`config.mk`:
```
export PLATFORM = sky130hd
export DESIGN_NAME = authenticator_data_parser_core
export DESIGN_NICKNAME = d
export VERILOG_FILES = /design/src/rtl/adp_pkg.sv /design/src/rtl/adp_tagger.sv /design/src/rtl/authenticator_data_parser_core.sv
export SDC_FILE = /design/constraint.sdc
export NUM_CORES = 1
export LEC_CHECK = 0
export ABC_CLOCK_PERIOD_IN_PS = 7900
export BUFFER_PORTS_ARGS = -buffer_cell sky130_fd_sc_hd__buf_2
export CORE_AREA = 4 4 212 162
export CTS_BUF_LIST = sky130_fd_sc_hd__clkbuf_8
export CTS_CLUSTER_SIZE = 24
export DETAILED_ROUTE_END_ITERATION = 12
export DIE_AREA = 0 0 216 166
export GPL_ROUTABILITY_DRIVEN = 0
export PLACE_DENSITY_LB_ADDON = 0.05
export SLEW_MARGIN = 25
export SYNTH_ARGS = -nofsm -noshare
export SYNTH_HDL_FRONTEND = slang
export SYNTH_SLANG_ARGS = --single-unit
export TNS_END_PERCENT = 100
```
`constraint.sdc`:
```
create_clock -name clk -period 7.9 [get_ports clk]
set_input_delay 1.58 -clock clk [delete_from_list [all_inputs] [get_ports clk]]
set_output_delay 1.58 -clock clk [all_outputs]
set_load 0.005 [all_outputs]
```
`src/rtl/adp_pkg.sv`:
```
// ---------------------------------------------------------------------------
// adp_pkg
// types, codes and constants of the authenticator data parser
// ---------------------------------------------------------------------------
`default_nettype none

package adp_pkg;

  localparam int LEN_W      = 17;  // width of the byte and region counters
  localparam int IDX_W      = 17;  // width of region_index and key_length ports
  localparam int CNT_W      = 32;
  localparam int IDL_W      = 16;
  localparam int PREFIX_LEN = 37;
  localparam int HASH_LEN   = 32;
  localparam int COUNT_LEN  = 4;
  localparam int AAGUID_LEN = 16;
  localparam int IDLEN_LEN  = 2;
  localparam int FLAG_AT_BIT = 6;

  localparam logic [LEN_W-1:0] POS_MAX = {LEN_W{1'b1}};

  // region codes as seen on the result port
  localparam logic [2:0] RG_HASH    = 3'd0;
  localparam logic [2:0] RG_FLAGS   = 3'd1;
  localparam logic [2:0] RG_COUNT   = 3'd2;
  localparam logic [2:0] RG_AAGUID  = 3'd3;
  localparam logic [2:0] RG_IDLEN   = 3'd4;
  localparam logic [2:0] RG_CREDID  = 3'd5;
  localparam logic [2:0] RG_KEY     = 3'd6;
  localparam logic [2:0] RG_IGNORED = 3'd7;

  // parse status codes
  localparam logic [1:0] PS_OK       = 2'd0;
  localparam logic [1:0] PS_SHORT    = 2'd1;
  localparam logic [1:0] PS_TOO_LONG = 2'd2;

  // region tracker state
  typedef enum logic [7:0] {
    ST_HASH    = 8'b0000_0001,
    ST_FLAGS   = 8'b0000_0010,
    ST_COUNT   = 8'b0000_0100,
    ST_AAGUID  = 8'b0000_1000,
    ST_IDLEN   = 8'b0001_0000,
    ST_CREDID  = 8'b0010_0000,
    ST_KEY     = 8'b0100_0000,
    ST_IGNORED = 8'b1000_0000
  } region_state_t;

  typedef struct packed {
    logic [7:0]       byte_echo;
    logic [2:0]       region;
    logic [IDX_W-1:0] region_index;
    logic             message_done;
    logic [1:0]       parse_status;
    logic [7:0]       flags_out;
    logic [CNT_W-1:0] sign_counter;
    logic [IDL_W-1:0] credential_id_length;
    logic [IDX_W-1:0] key_length;
  } result_t;

  function automatic logic [2:0] region_code(input region_state_t st);
    logic [2:0] code;
    case (st)
      ST_HASH:   code = RG_HASH;
      ST_FLAGS:  code = RG_FLAGS;
      ST_COUNT:  code = RG_COUNT;
      ST_AAGUID: code = RG_AAGUID;
      ST_IDLEN:  code = RG_IDLEN;
      ST_CREDID: code = RG_CREDID;
      ST_KEY:    code = RG_KEY;
      default:   code = RG_IGNORED;
    endcase
    return code;
  endfunction

endpackage

`default_nettype wire

```
`src/rtl/adp_tagger.sv`:
```
// ---------------------------------------------------------------------------
// adp_tagger
// region tracker: tags one byte per step and builds the message summary
// ---------------------------------------------------------------------------
`default_nettype none

module adp_tagger
  import adp_pkg::*;
(
  input  wire logic       clk,
  input  wire logic       rst_n,
  input  wire logic       step,
  input  wire logic [7:0] byte_in,
  input  wire logic       last_in,
  output result_t         result
);

  region_state_t     region_r, region_nxt;
  logic [LEN_W-1:0]  byte_pos_r, byte_pos_nxt;
  logic [LEN_W-1:0]  reg_pos_r, reg_pos_nxt;
  logic [7:0]        flags_r, flags_nxt;
  logic [CNT_W-1:0]  count_r, count_nxt;
  logic [IDL_W-1:0]  idl_r, idl_nxt;
  logic [LEN_W-1:0]  key_cnt_r, key_cnt_nxt;
  logic              ovf_r, ovf_nxt;

  logic              ovf_now;
  logic [LEN_W-1:0]  pos_inc;
  logic [LEN_W:0]    pos_plus1;

  assign ovf_now   = ovf_r || (byte_pos_r == POS_MAX);
  assign pos_inc   = reg_pos_r + LEN_W'(1);
  assign pos_plus1 = {1'b0, reg_pos_r} + (LEN_W+1)'(1);

  always_comb begin
    region_nxt   = region_r;
    byte_pos_nxt = byte_pos_r;
    reg_pos_nxt  = reg_pos_r;
    flags_nxt    = flags_r;
    count_nxt    = count_r;
    idl_nxt      = idl_r;
    key_cnt_nxt  = key_cnt_r;
    ovf_nxt      = ovf_r;

    if (ovf_now) begin
      ovf_nxt = 1'b1;
    end else begin
      byte_pos_nxt = byte_pos_r + LEN_W'(1);
      reg_pos_nxt  = pos_inc;
      case (region_r)
        ST_HASH: begin
          if (reg_pos_r >= LEN_W'(HASH_LEN - 1)) begin
            region_nxt  = ST_FLAGS;
            reg_pos_nxt = '0;
          end
        end
        ST_FLAGS: begin
          flags_nxt   = byte_in;
          region_nxt  = ST_COUNT;
          reg_pos_nxt = '0;
        end
        ST_COUNT: begin
          count_nxt = {count_r[CNT_W-9:0], byte_in};
          if (reg_pos_r >= LEN_W'(COUNT_LEN - 1)) begin
            region_nxt  = flags_r[FLAG_AT_BIT] ? ST_AAGUID : ST_IGNORED;
            reg_pos_nxt = '0;
          end
        end
        ST_AAGUID: begin
          if (reg_pos_r >= LEN_W'(AAGUID_LEN - 1)) begin
            region_nxt  = ST_IDLEN;
            reg_pos_nxt = '0;
          end
        end
        ST_IDLEN: begin
          idl_nxt = {idl_r[IDL_W-9:0], byte_in};
          if (reg_pos_r >= LEN_W'(IDLEN_LEN - 1)) begin
            region_nxt  = (idl_nxt == '0) ? ST_KEY : ST_CREDID;
            reg_pos_nxt = '0;
          end
        end
        ST_CREDID: begin
          if (pos_plus1 >= (LEN_W+1)'(idl_r)) begin
            region_nxt  = ST_KEY;
            reg_pos_nxt = '0;
          end
        end
        ST_KEY: begin
          key_cnt_nxt = key_cnt_r + LEN_W'(1);
        end
        default: begin
        end
      endcase
    end
  end

  // result for the byte in flight
  always_comb begin
    result                      = '0;
    result.byte_echo            = byte_in;
    result.region               = ovf_now ? RG_IGNORED : region_code(region_r);
    result.region_index         = ovf_now ? '0 : IDX_W'(reg_pos_r);
    result.message_done         = last_in;
    if (last_in) begin
      if (ovf_nxt) begin
        result.parse_status = PS_TOO_LONG;
      end else if (byte_pos_nxt < LEN_W'(PREFIX_LEN)) begin
        result.parse_status = PS_SHORT;
      end else begin
        result.flags_out    = flags_nxt;
        result.sign_counter = count_nxt;
        if (region_nxt == ST_KEY || region_nxt == ST_IGNORED) begin
          result.parse_status = PS_OK;
          if (flags_nxt[FLAG_AT_BIT]) begin
            result.credential_id_length = idl_nxt;
            result.key_length           = IDX_W'(key_cnt_nxt);
          end
        end else begin
          result.parse_status = PS_SHORT;
        end
      end
    end
  end

  always_ff @(posedge clk) begin
    if (!rst_n || (step && last_in)) begin
      region_r   <= ST_HASH;
      byte_pos_r <= '0;
      reg_pos_r  <= '0;
      flags_r    <= '0;
      count_r    <= '0;
      idl_r      <= '0;
      key_cnt_r  <= '0;
      ovf_r      <= 1'b0;
    end else if (step) begin
      region_r   <= region_nxt;
      byte_pos_r <= byte_pos_nxt;
      reg_pos_r  <= reg_pos_nxt;
      flags_r    <= flags_nxt;
      count_r    <= count_nxt;
      idl_r      <= idl_nxt;
      key_cnt_r  <= key_cnt_nxt;
      ovf_r      <= ovf_nxt;
    end
  end

endmodule

`default_nettype wire

```
`src/rtl/authenticator_data_parser_core.sv`:
```
// ---------------------------------------------------------------------------
// authenticator_data_parser_core
// streaming parser for authenticator data, one byte per transfer
// ---------------------------------------------------------------------------
// Bytes of an authenticator data message enter one per transfer, the final one
// marked by in_last_byte, and each leaves as one result transfer tagged with
// its region (rpId hash, flags, sign count, aaguid, credential id length,
// credential id, public key, or ignored) and its index in that region. The
// result for the marked byte also carries the summary: status, flags, sign
// count, credential id length and key length; the parser then starts over for
// the next message. The block takes one byte every clock cycle with results
// taken in every cycle, and a byte's result passes through the input
// register, then the result register. The rate is set by the region
// tracker, whose counters and captured fields update once per byte.
// ---------------------------------------------------------------------------
`default_nettype none

module authenticator_data_parser_core
  import adp_pkg::*;
(
  input  wire logic             clk,
  input  wire logic             rst_n,
  // byte input
  input  wire logic             in_valid,
  output logic                  in_ready,
  input  wire logic [7:0]       in_byte_value,
  input  wire logic             in_last_byte,
  // tagged byte output
  output logic                  out_valid,
  input  wire logic             out_ready,
  output logic [7:0]            out_byte_echo,
  output logic [2:0]            out_region,
  output logic [IDX_W-1:0]      out_region_index,
  output logic                  out_message_done,
  output logic [1:0]            out_parse_status,
  output logic [7:0]            out_flags_out,
  output logic [CNT_W-1:0]      out_sign_counter,
  output logic [IDL_W-1:0]      out_credential_id_length,
  output logic [IDX_W-1:0]      out_key_length
);

  // input register
  logic       in_v_r, in_v_nxt;
  logic [7:0] in_byte_r;
  logic       in_last_r;

  // result register
  logic       out_v_r, out_v_nxt;
  result_t    out_r;
  result_t    result;

  logic       out_free;   // result register can load this cycle
  logic       step;       // byte in the input register moves to the result
  logic       in_xfer;

  assign out_free = !out_v_r || out_ready;
  assign step     = in_v_r && out_free;
  assign in_ready = !in_v_r || step;
  assign in_xfer  = in_valid && in_ready;

  always_comb begin
    in_v_nxt = in_v_r;
    if (in_xfer) begin
      in_v_nxt = 1'b1;
    end else if (step) begin
      in_v_nxt = 1'b0;
    end
  end

  always_comb begin
    out_v_nxt = out_v_r;
    if (step) begin
      out_v_nxt = 1'b1;
    end else if (out_ready) begin
      out_v_nxt = 1'b0;
    end
  end

  always_ff @(posedge clk) begin
    if (!rst_n) begin
      in_v_r  <= 1'b0;
      out_v_r <= 1'b0;
    end else begin
      in_v_r  <= in_v_nxt;
      out_v_r <= out_v_nxt;
    end
  end

  // payload registers, no reset needed
  always_ff @(posedge clk) begin
    if (in_xfer) begin
      in_byte_r <= in_byte_value;
      in_last_r <= in_last_byte;
    end
    if (step) begin
      out_r <= result;
    end
  end

  // region tracking and summary, state advances on each step
  adp_tagger u_tagger (
    .clk     (clk),
    .rst_n   (rst_n),
    .step    (step),
    .byte_in (in_byte_r),
    .last_in (in_last_r),
    .result  (result)
  );

  assign out_valid                = out_v_r;
  assign out_byte_echo            = out_r.byte_echo;
  assign out_region               = out_r.region;
  assign out_region_index         = out_r.region_index;
  assign out_message_done         = out_r.message_done;
  assign out_parse_status         = out_r.parse_status;
  assign out_flags_out            = out_r.flags_out;
  assign out_sign_counter         = out_r.sign_counter;
  assign out_credential_id_length = out_r.credential_id_length;
  assign out_key_length           = out_r.key_length;

endmodule

`default_nettype wire

```
==> results.md, run 1 <==
- The flow ran to the end, and the final reports show no timing, DRC or antenna violations.
- The post-detailed-route wirelength per cell is 18.0 um.
- Entering global routing, the biggest net connects 69 pins.
- Clock-pin slew was measured on the worst setup and hold paths at 0.06 ns.
- STA classifies the critical path startpoint as a flop.
- The register bit total from synthesis is 231.
- The clock period could shrink to 4.53 ns.
- At the end of the flow, the number of nets in the layout was 1292.
- The clock passes through at most 3 buffers.
- The post-CTS resize count is 0.
- The CTS tree is done.
- Row generation in the floorplan step produced 57 rows.
- Summed over all cells, the static leakage comes to 4.39 nW.
- The summed instance area of the synthesized netlist is 11100 um^2.
- In the routed layout, each cell is associated on average with a via count of 5.07.
- The count of nets left with antenna violations once routing finished came out at 0.
- The H-tree generated during clock tree synthesis spans 2 levels.
- The total of hold buffers inserted after clock tree synthesis is 0.
- The final cell count without fillers is 1734.
- STA classifies the critical path endpoint as a flop.
- The post-synth net total is 1204.
- The fmax is 0.221 GHz.
- Buffers placed on the I/O ports in this run total 118.
- The root buffer selected by CTS is clkbuf_8.
- For this run, the detailed router's first-pass iteration total came to 5.
- The number of antenna violations at the first check in global routing came to 0.
- The endpoint required time on the critical path is 8.26 ns.
- The number of ports placed on the die boundary is 119.
- The number of antenna repair diodes is 0.
- VDD sags by at most 116 uV.
- The overall die area is 35900 um^2.
- The sum of negative setup slack is 0 ns.
- The core region is 32200 um^2.
- Clock tree synthesis found a total of 231 sinks.
- The final hold violation count is 0.
- Across the routed clock network, the largest skew measured is 0.0192 ns.
- At the pin with the least slew margin, the transition time is 0.958 ns.
- The residual DRC count is 0.
- The fraction of final layout cells sized beyond drive strength 1 is 18.3%.
- Across every metal layer, demand over resource in global routing totals 17.3%.
- The final route contains 8783 vias.
- The post-CTS repair timing setup buffer count is 0.
- The area share of the largest cell type after synthesis is 30.4%.
- The count of pins over their slew limit came to 0.
- The die width is 216 um.
- The number of enable flip-flop cells after synthesis is 113.
- Synthesis produced a netlist whose cell count is 1170.
- By startpoint and endpoint, the worst setup path is classified as reg2reg.
- The wire-length estimate of the detail-placed layout is 20300 um.
- The total overflow left after global routing is 0.
- Sorting the synthesized cells by area gives the leading types as edfxtp_1 30%, dfxtp_1 21%, nand2_1 7.8%.
- For this run, the number of Yosys warnings is 0.
- The first-pass GRT wire length is 50400 um.
- The most frequent cell after synthesis is nand2_1.
- The arrival time of the worst setup path is 4.89 ns.
- The total clock buffers created by CTS is 42.
- Averaged over all synthesized cells, the footprint is 9.53 um^2.
- The count of routing violations after the opening detailed-route iteration is 752.
- After synthesis, the netlist uses 69 different library cells.
- The initial utilization of the core area, before any placement, comes to 34.7%.
- For this run, asynchronously set or reset flops after synthesis account for 0%.
- edfxtp_1 takes more of the synthesized area than any other cell.
- The path type of the worst min-delay path is reg2reg.
- By count the netlist is led by 233 x nand2_1, 132 x a21oi_1, 118 x dfxtp_1, 113 x edfxtp_1, 89 x nor2_1.
- The number of max-capacitance violations reported is 0.
- The share of the Yosys chip area taken by registers is 51.6%.
- The power density over the cells is 197 nW/um^2.
- In the synthesized netlist the dominant register cell turns out to be dfxtp_1.
- The area growth from synthesis to layout is 15.1%.
- The worst pin sits at a relative slew slack of 36.1%.
- The floorplan step set the die height to 166 um.
- Setup repair after global routing left no endpoint under its margin.
- The final critical path takes up 57.4% of the cycle.
- The total instance count after detailed placement is 1656.
- The via count of the first global-routing pass was 8591.
- The count of final setup violators is 0.
- The final routed wirelength across all metal layers is 31200 um.
- The later-pin clock latency in the skew report is 0.57 ns.
- The largest driver fanout on the critical path is 34.
cell type report:
class | count | area (um^2)
Fill cell | 3238 | 19300
Sequential cell | 231 | 5760
Multi-Input combinational cell | 832 | 4950
Timing Repair Buffer | 129 | 673
Clock buffer | 48 | 661
Tap cell | 442 | 553
Clock inverter | 30 | 156
Inverter | 22 | 85.1
layout by cell type, fill, tap and decap left out, types with 3 or more instances in the layout:
master,count
o21ai_0,22
nand4_1,23
nor4_4,3
nand3_1,29
buf_2,118
mux2i_1,17
xnor2_1,29
and3_1,11
o31ai_1,4
clkinvlp_4,3
and2_1,20
ha_1,21
xor2_1,37
nand2b_1,3
inv_1,43
dfxtp_1,118
a311oi_1,6
a31oi_1,8
nor4_1,13
edfxtp_1,113
or2_2,3
or3_1,13
nor2_1,86
and4_1,5
nor2b_1,3
nor2_2,5
nand3_2,3
a211oi_1,6
nor4_2,28
a21oi_1,132
nor3_1,15
buf_4,11
a22oi_1,10
nand2_1,230
clkbuf_8,48
nor3b_1,4
registers in the layout (all words and copies together) (netlist names), 16 cells and up:
signal	cells
out_credential_id_length	16
out_key_length	17
out_region_index	17
out_sign_counter	32
u_tagger.byte_pos_r	17
u_tagger.count_r	32
u_tagger.idl_r	16
u_tagger.key_cnt_r	17
u_tagger.reg_pos_r	17
report_power, final:
part | switching [mW] | internal (mW)
clock network | 0.516 | 0.589
registers | 0.0218 | 1.29
logic | 0.0727 | 0.0342
path summary, 6_finish.rpt:
| check | endpoint | slack [ns] | cells after the start | from |
|---|---|---|---|---|
| max | out_credential_id_length[9] | 3.37 | 14 | u_tagger.reg_pos_r[0] |
| min | u_tagger.count_r[31] | 0.46 | 2 | u_tagger.count_r[31] |
| max reg2reg | out_credential_id_length[9] | 3.37 | 14 | u_tagger.reg_pos_r[0] |
| min reg2reg | u_tagger.count_r[31] | 0.46 | 2 | u_tagger.count_r[31] |
metal layers:
layer	share of wire, %	vias to the layer above	wire length, um	global-route usage [%]
li1	-	4330	-	-
met1	52	4176	16300	27.1
met2	41	234	12700	24.0
met3	5.6	43	1750	3.75
met4	1.5	0	477	3.95
met5	0	-	0	0
worst max-delay path, stage by stage (launching register included):
cell      delay [ns]
dfxtp_1         0.51
ha_1            0.35
nand2_1         0.11
nor2_1          0.34
nand4_1         0.17
xnor2_1         0.24
ha_1            0.27
nand2_1         0.11
o21ai_0         0.10
a21o_1          0.18
a21oi_1         0.34
a211oi_1        0.17
or3_1           0.38
a221o_4         0.70
nor4_2          0.37
kinds of logic (layout without fill, tap and decap cells):
family                     Yosys count  in the layout  synth area share (%)
AOI/OAI and AO/OA                  215            215                  11.3
buffers and inverters              107            229                  4.39
xor gates and xnor gates            66             66                  5.19
and+or+nand+nor                    512            512                  23.5
adders and majority gates           21             21                  2.36
muxes                               18             18                  1.63
DFF                                231            231                  51.6
metrics by stage:
stage	hold slack (ns)	power [mW]	setup WS [ns]	cell area, um^2	util (%)
final	0.455	2.52	3.37	12800	39.9
after global routing	0.486	2.64	3.01	12800	39.9
after CTS	0.456	2.57	3.06	12800	39.9
after detailed placement	0.448	1.44	3.06	12000	37.3
after global placement	0.442	1.44	3.21	12000	37.3
after floorplan	0.436	1.39	1.92	11100	-
No activity file was read; power rests on OpenSTA's default activity.
==> run 2: changes to the inputs <==
Settings changed: ABC_CLOCK_PERIOD_IN_PS 7900 to 4300.
Clock period 7.9 ns to 4.3 ns, I/O delays scaled along.
==> run 2 against run 1 <==
Effect of this change: sequential share of layout area decreased by 0.86 points; via count increased by 1.1%; fmax increased by 14%; non-clock buffer count increased by 38; highest routed layer unchanged; cell count increased by 2.0%; critical path depth increased by 1; cell area increased by 2.0%; largest power group unchanged; sequential power increased by 82%; critical path type unchanged.
==> results.md, run 2 (synthesized netlist as in run 1, its figures left out) <==
- The slew at the pin with the worst max-slew slack is 0.742 ns.
- The total clock buffers created by CTS is 41.
- Max-cap violations in this run came to 0.
- For this design, the sink count on the clock tree is 231.
- Sequential cells burn 53.5% of the power.
- The switching power summed over all nets is 1.10 mW.
- The die height is 166 um.
- Counting the fill cells in the layout gives 3238.
- The internal portion of the total power is 3.38 mW.
- Global routing consumed, over all layers together, 17.4% of the routing resources.
- The residual DRC count is 0.
- The total instance count after detailed placement is 1694.
- The HPWL after detailed placement is 21100 um.
- The multi-input combinational cell area is 4950 um^2.
- The fraction of final layout cells sized beyond drive strength 1 is 20.5%.
- Clock latency on the worst-skew pair, taken at its later pin, is 0.55 ns.
- The number of stages on the worst hold path is 2.
- The via count of the first global-routing pass is 8772.
- The first-pass GRT wire length is 50700 um.
- The fmax is 0.252 GHz.
- The number of antenna diodes in the final layout is 0.
- Dividing the final minimum period by the clock period gives 92.4%.
- The number of ports placed on the die boundary is 119.
- The worst pin sits at a relative slew slack of 50.5%.
- The critical path capture point type is a flop.
- The sum of negative setup slack is 0 ns.
- The startpoint of the worst hold path is u_tagger.flags_r[7].
- The clock skew is 0.0178 ns.
- Leaving out fill and tap cells, the most frequent cells in the layout are 232 x nand2_1, 131 x a21oi_1, 118 x buf_2.
- The highest ir drop seen on vdd is 185 uV.
- The startpoint identified for the worst register-to-register timing path is u_tagger.reg_pos_r[0].
- The die covers 35900 um^2.
- Dividing total power by cell area gives a power density of 342 nW/um^2.
- The library cell used most frequently in the layout, excluding fill and tap cells, is nand2_1.
- The detailed router finished its first iteration with 640 violations.
- The initial utilization of the core area, before any placement, comes to 34.7%.
- The maximum number of pins on one net before global-route repair is 62.
- The port buffer count is 118.
- The post-detailed-route via-to-cell ratio is 5.02.
- Buffers added to address setup during post-CTS repair amount to 0.
- The row count is 57.
- Global routing finished with a remaining overflow of 0.
- Clock-pin slew was measured on the worst setup and hold paths at 0.06 ns.
- Of all nets on the critical path, the largest fanout is 16.
- After detailed routing, the average wire length per cell comes to 17.7 um.
- Data on the critical path is required at its endpoint by 4.65 ns.
- The final routed wirelength across all metal layers is 31400 um.
- Setup repair after global routing left no endpoint under its margin.
- From synthesis to final layout, the design area changed by 17.4%.
- Measured along the x axis, the die boundary spans 216 um.
- Net switching is 24.5% of the power.
- The count of pins over their slew limit came to 0.
- The clock power share is 41.6%.
- The via count is 8881.
- In this run the static leakage power is 4.55 nW.
- The count of nets left with antenna violations once routing finished came out at 0.
- STA classifies the critical path startpoint as a flop.
- In the final design database the tool counted 1329 nets.
- The worst setup path startpoint is u_tagger.reg_pos_r[0].
- In this run, the combinational gates consume 4.9% of the power.
- For the worst setup path, the data arrival time is 4.33 ns.
- The post-layout total power is 4.48 mW.
- The utilization after layout is 40.7%.
- The length in cells of the worst reg-to-reg path is 15.
- The final cell count without fillers is 1769.
- The clock passes through at most 3 buffers.
- CTS built an H-tree with a depth of 2.
- The number of antenna violations at the first check in global routing is 0.
- The final hold violation count is 0.
- The path type of the worst min-delay path is reg2reg.
- The core footprint is 32200 um^2.
- The minimum clock period after layout is 3.97 ns.
- The detailed-routing iteration count for the pre-antenna-repair pass is 5.
- The area taken by flip-flops and latches is 5760 um^2.
- The flow ran to the end, and the final reports show no timing, DRC or antenna violations.
- TritonCTS built the clock tree.
- The start-to-end type of the worst setup path is reg2reg.
- The count of final setup violators is 0.
- The root buffer cell chosen for the clock tree is clkbuf_8.
run 2: cell count changes in the layout (fill, tap and decap cells not counted), sizes merged:
cell / change
clkinv: +5
inv: -3
buf: +38
bufinv: -1
clkbuf: -4
run 2: power by group through the flow:
stage	Sequential, mW	Clock (mW)	Combinational [mW]
finish	2.39	1.86	0.219
CTS	2.40	1.95	0.225
floorplan	2.44	0	0.0983
global placement	2.44	0	0.225
global route	2.40	2.06	0.242
detailed placement	2.44	0	0.224
run 2: what timing repair did:
item                                    4_1_cts  5_1_grt
hold buffers                                  0        0
endpoints found under the setup margin        0       34
resized for setup                             0        7
run 2: stage by stage:
| step | setup slack (ns) | hold WS, ns | instance area, um^2 |
|---|---|---|---|
| after floorplan | 0.418 | 0.436 | 11100 |
| after global placement | 0.332 | 0.443 | 12300 |
| after detailed placement | 0.145 | 0.448 | 12300 |
| after CTS | 0.140 | 0.436 | 13100 |
| after global routing | 0.0545 | 0.450 | 13100 |
| final | 0.327 | 0.455 | 13100 |
run 2: final cells by class:
| class | instances | share of cell area, % |
|---|---|---|
| clock buffer | 44 | 4.63 |
| clock inverter | 31 | 1.00 |
| inverter | 22 | 0.650 |
| multi-input combinational | 832 | 37.8 |
| sequential | 231 | 44.0 |
| tap | 442 | 4.23 |
| timing repair buffer | 167 | 7.70 |
run 2: worst paths after layout:
kind | end | slack (ns)
hold / removal | u_tagger.flags_r[7] | 0.46
setup reg to reg | out_credential_id_length[10] | 0.33
hold reg to reg | u_tagger.flags_r[7] | 0.46
setup / recovery | out_credential_id_length[10] | 0.33
run 2: critical path: stages (launching register included):
cell and delay, ns:
dfxtp_1 0.41, ha_1 0.20, nand2_1 0.07, nor2_1 0.15, nand3_1 0.11, xnor2_1 0.17, ha_1 0.31, nand4_1 0.17
a211oi_1 0.24, o21ai_0 0.11, o311a_1 0.18, a31oi_1 0.31, a21oi_1 0.14, or4_2 0.71, buf_12 0.20, nor4_2 0.27
run 2: per-layer routing:
metal / vias to the layer above / track usage [%] / wire (um)
met3: 50 / 4.02 / 1640
met1: 4230 / 26.5 / 16200
li1: 4401 / - / -
met5: - / 0 / 0
met4: 0 / 4.51 / 591
met2: 200 / 24.6 / 12900
==> run 3: changes to the inputs <==
Settings changed: ABC_CLOCK_PERIOD_IN_PS 4300 to 4000, SLEW_MARGIN 25 to 20.
Clock period 4.3 ns to 4 ns, I/O delays scaled along.
==> run 3 against run 2 <==
Effect of this change: sequential share of layout area down 0.95 points; global-route usage up 0.069 points; combinational power up 9.6%; critical path type unchanged; critical endpoint is now out_parse_status[0]; highest routed layer unchanged.
==> results.md, run 3 (synthesized netlist as in run 1, its figures left out) <==
- The final routed wirelength across all metal layers is 31800 um.
- Summed over all cells, the static leakage comes to 4.73 nW.
- The cell that appears most often on the critical path is nand4_1.
- In the layout the commonest cells are 232 x nand2_1, 131 x a21oi_1, 118 x buf_2.
- In the final layout, the share of cells above drive strength 1 is 22.2%.
- The largest single stage delay on the critical path is 0.56 ns.
- The port buffer count is 118.
- The post-detailed-route via-to-cell ratio is 5.05.
- Dividing the detail-routed wire length by the instance count gives 17.8 um.
- The share of the clock period used by the worst path after layout is 93.9%.
- The clock arrives with 0.0193 ns of skew.
- From left edge to right edge, the die measures 216 um.
- Clock tree synthesis selected as its root buffer the cell clkbuf_8.
- The combined global-route utilization of all metal layers is 17.4%.
- The row count is 57.
- In this run, CTS created clock tree buffers numbering 42.
- In this run the power density over the cells is 378 nW/um^2.
- The floorplan step defined a die boundary enclosing 35900 um^2.
- The path class of the tightest hold or removal check is in2reg.
- The detailed-routing iteration count for the pre-antenna-repair pass is 5.
- Static timing analysis puts the maximum clock frequency at 0.266 GHz.
- The number of hold buffers added after CTS was 0.
- For the pin with the worst max-slew slack, the measured transition is 0.665 ns.
- After layout, the worst setup slack is 0.242 ns.
- The largest driver fanout on the critical path is 18.
- STA classifies the critical path endpoint as a flop.
- For the worst setup path, the data required time is 4.31 ns.
- The final antenna-violating net count is 0.
- The die height is 166 um.
- The count of pins over their slew limit is 0.
- The final hold violation count came to 0.
- Walking the worst path, the cells encountered are nand4_1 -> nor2_4 -> nand4_1 -> xnor2_2 -> ha_1 -> nand4_1 -> a211oi_1 -> o21ai_0 -> o311a_1 -> and3_1 -> o22a_1 -> or4_4 -> buf_12 -> o211a_1.
- The deepest level of the CTS H-tree is 2.
- The maximum number of pins on one net before global-route repair is 40.
- The minimum clock period after layout is 3.76 ns.
- Relative to the synthesized area, the layout overhead comes to 20.0%.
- The startpoint type of the worst setup path is a flop.
- TritonCTS built the clock tree.
- The clock-pin slew reported for the worst setup and hold paths after clock tree synthesis is 0.06 ns.
- The initial utilization of the core area, before any placement, comes to 34.7%.
- For the worst setup path, the data arrival time is 4.07 ns.
- Max-cap violations in this run came to 0.
- The core footprint is 32200 um^2.
- The number of antenna violations at the first check in global routing is 0.
- By startpoint and endpoint, the worst setup path is classified as reg2reg.
- After detailed routing, the number of remaining DRC violations is 0.
- The flow ran to the end, and the final reports show no timing, DRC or antenna violations.
- The via count is 9021.
- The count of routing violations after the opening detailed-route iteration is 677.
- The post-layout total power is 5.06 mW.
- The clock reaches the later pin of the worst-skew pair after 0.55 ns.
- The count of final setup violators is 0.
- Counting both buffers and inverters, the worst setup path holds a total of 1.
- The number of antenna diodes in the final layout is 0.
- The via count of the first global-routing pass came to 8790.
- The kind of cell adding the most delay to the critical path is simple AND/OR/NAND/NOR gates.
- The setup slack at placement is 0.000316 ns.
- The clock passes through at most 3 buffers.
- In the final design database the tool counted 1345 nets.
- The worst-path cell with the longest stage delay is or4_4.
- The HPWL after detailed placement is 21600 um.
- The most common library cell in the layout ignoring fill and taps is nand2_1.
- The worst pin sits at a relative slew slack of 55.5%.
- The first global-routing pass estimated 50900 um of wire.
- For this design the top-level I/O count stands at 119.
- The number of sinks on the clock net is 231.
- For this run the aggregate overflow at the end of global routing stands at 0.
- The worst-case IR drop observed on VDD is 181 uV.
==> run 3: cell types whose count changed in the layout (fill, tap and decap cells not counted), moves of 3 or more <==
cell and delta:
inv_1 -3, clkbuf_8 +4, xnor2_2 +3, nor2_1 -3, buf_4 +13, xnor2_1 -3
nor2_2 +3
==> run 3: report_power, final <==
part | total (mW) | internal (mW) | switching [mW] | leakage (nW)
logic | 0.240 | 0.0821 | 0.158 | 2.28
registers | 2.58 | 2.54 | 0.0363 | 1.96
clock network | 2.24 | 1.22 | 1.01 | 0.490
==> run 3: path summary, 6_finish.rpt <==
kind	slack (ns)	depth (start not counted)	start	endpoint
max reg2reg	0.24	14	u_tagger.reg_pos_r[3]	out_parse_status[0]
max	0.24	14	u_tagger.reg_pos_r[3]	out_parse_status[0]
min	0.42	1	in_last_byte	in_last_r
min reg2reg	0.45	2	u_tagger.count_r[25]	u_tagger.count_r[25]
==> run 3: repair_timing <==
item                                    in CTS  in global routing
pin swaps                                    0                  3
endpoints found under the setup margin       1                 34
gates resized for setup                      1                 18
cloned                                       0                  0
buffers inserted                             0                  1
==> run 3: layout make-up <==
| cell class | count | area, um^2 |
|---|---|---|
| clock inverter | 29 | 171 |
| multi-input combinational | 832 | 5010 |
| inverter | 22 | 85.1 |
| clock buffer | 48 | 661 |
| timing repair buffer | 182 | 1140 |
| sequential | 231 | 5760 |
| tap | 442 | 553 |
| fill | 3211 | 18800 |
==> run 3: worst reg2reg max path: stages (launching register included) <==
cell and delay (ns):
dfxtp_1 0.36, nand4_1 0.19, nor2_4 0.22, nand4_1 0.16, xnor2_2 0.17, ha_1 0.31
nand4_1 0.17, a211oi_1 0.25, o21ai_0 0.12, o311a_1 0.19, and3_1 0.22, o22a_1 0.18
or4_4 0.56, buf_12 0.19, o211a_1 0.22
==> run 3: metal layers <==
layer  GRT usage [%]  share of wire (%)  vias up
met5               0                  0        -
met4            3.81                1.3        0
met3            3.55                5.2       37
met2            25.0                 41      224
met1            27.0                 52     4327
li1                -                  -     4433
==> run 3: per-stage QoR <==
| stage | instances | hold WS (ns) | area (um^2) | utilization [%] | TNS (ns) |
|---|---|---|---|---|---|
| floorplan | 1170 | 0.436 | 11100 | - | 0 |
| global placement | 1708 | 0.443 | 12400 | 38.7 | 0 |
| detailed placement | 1708 | 0.448 | 12400 | 38.7 | 0 |
| CTS | 1785 | 0.377 | 13300 | 41.3 | 0 |
| global route | 1786 | 0.386 | 13400 | 41.6 | -0.0522 |
| finish | 1786 | 0.421 | 13400 | 41.6 | 0 |
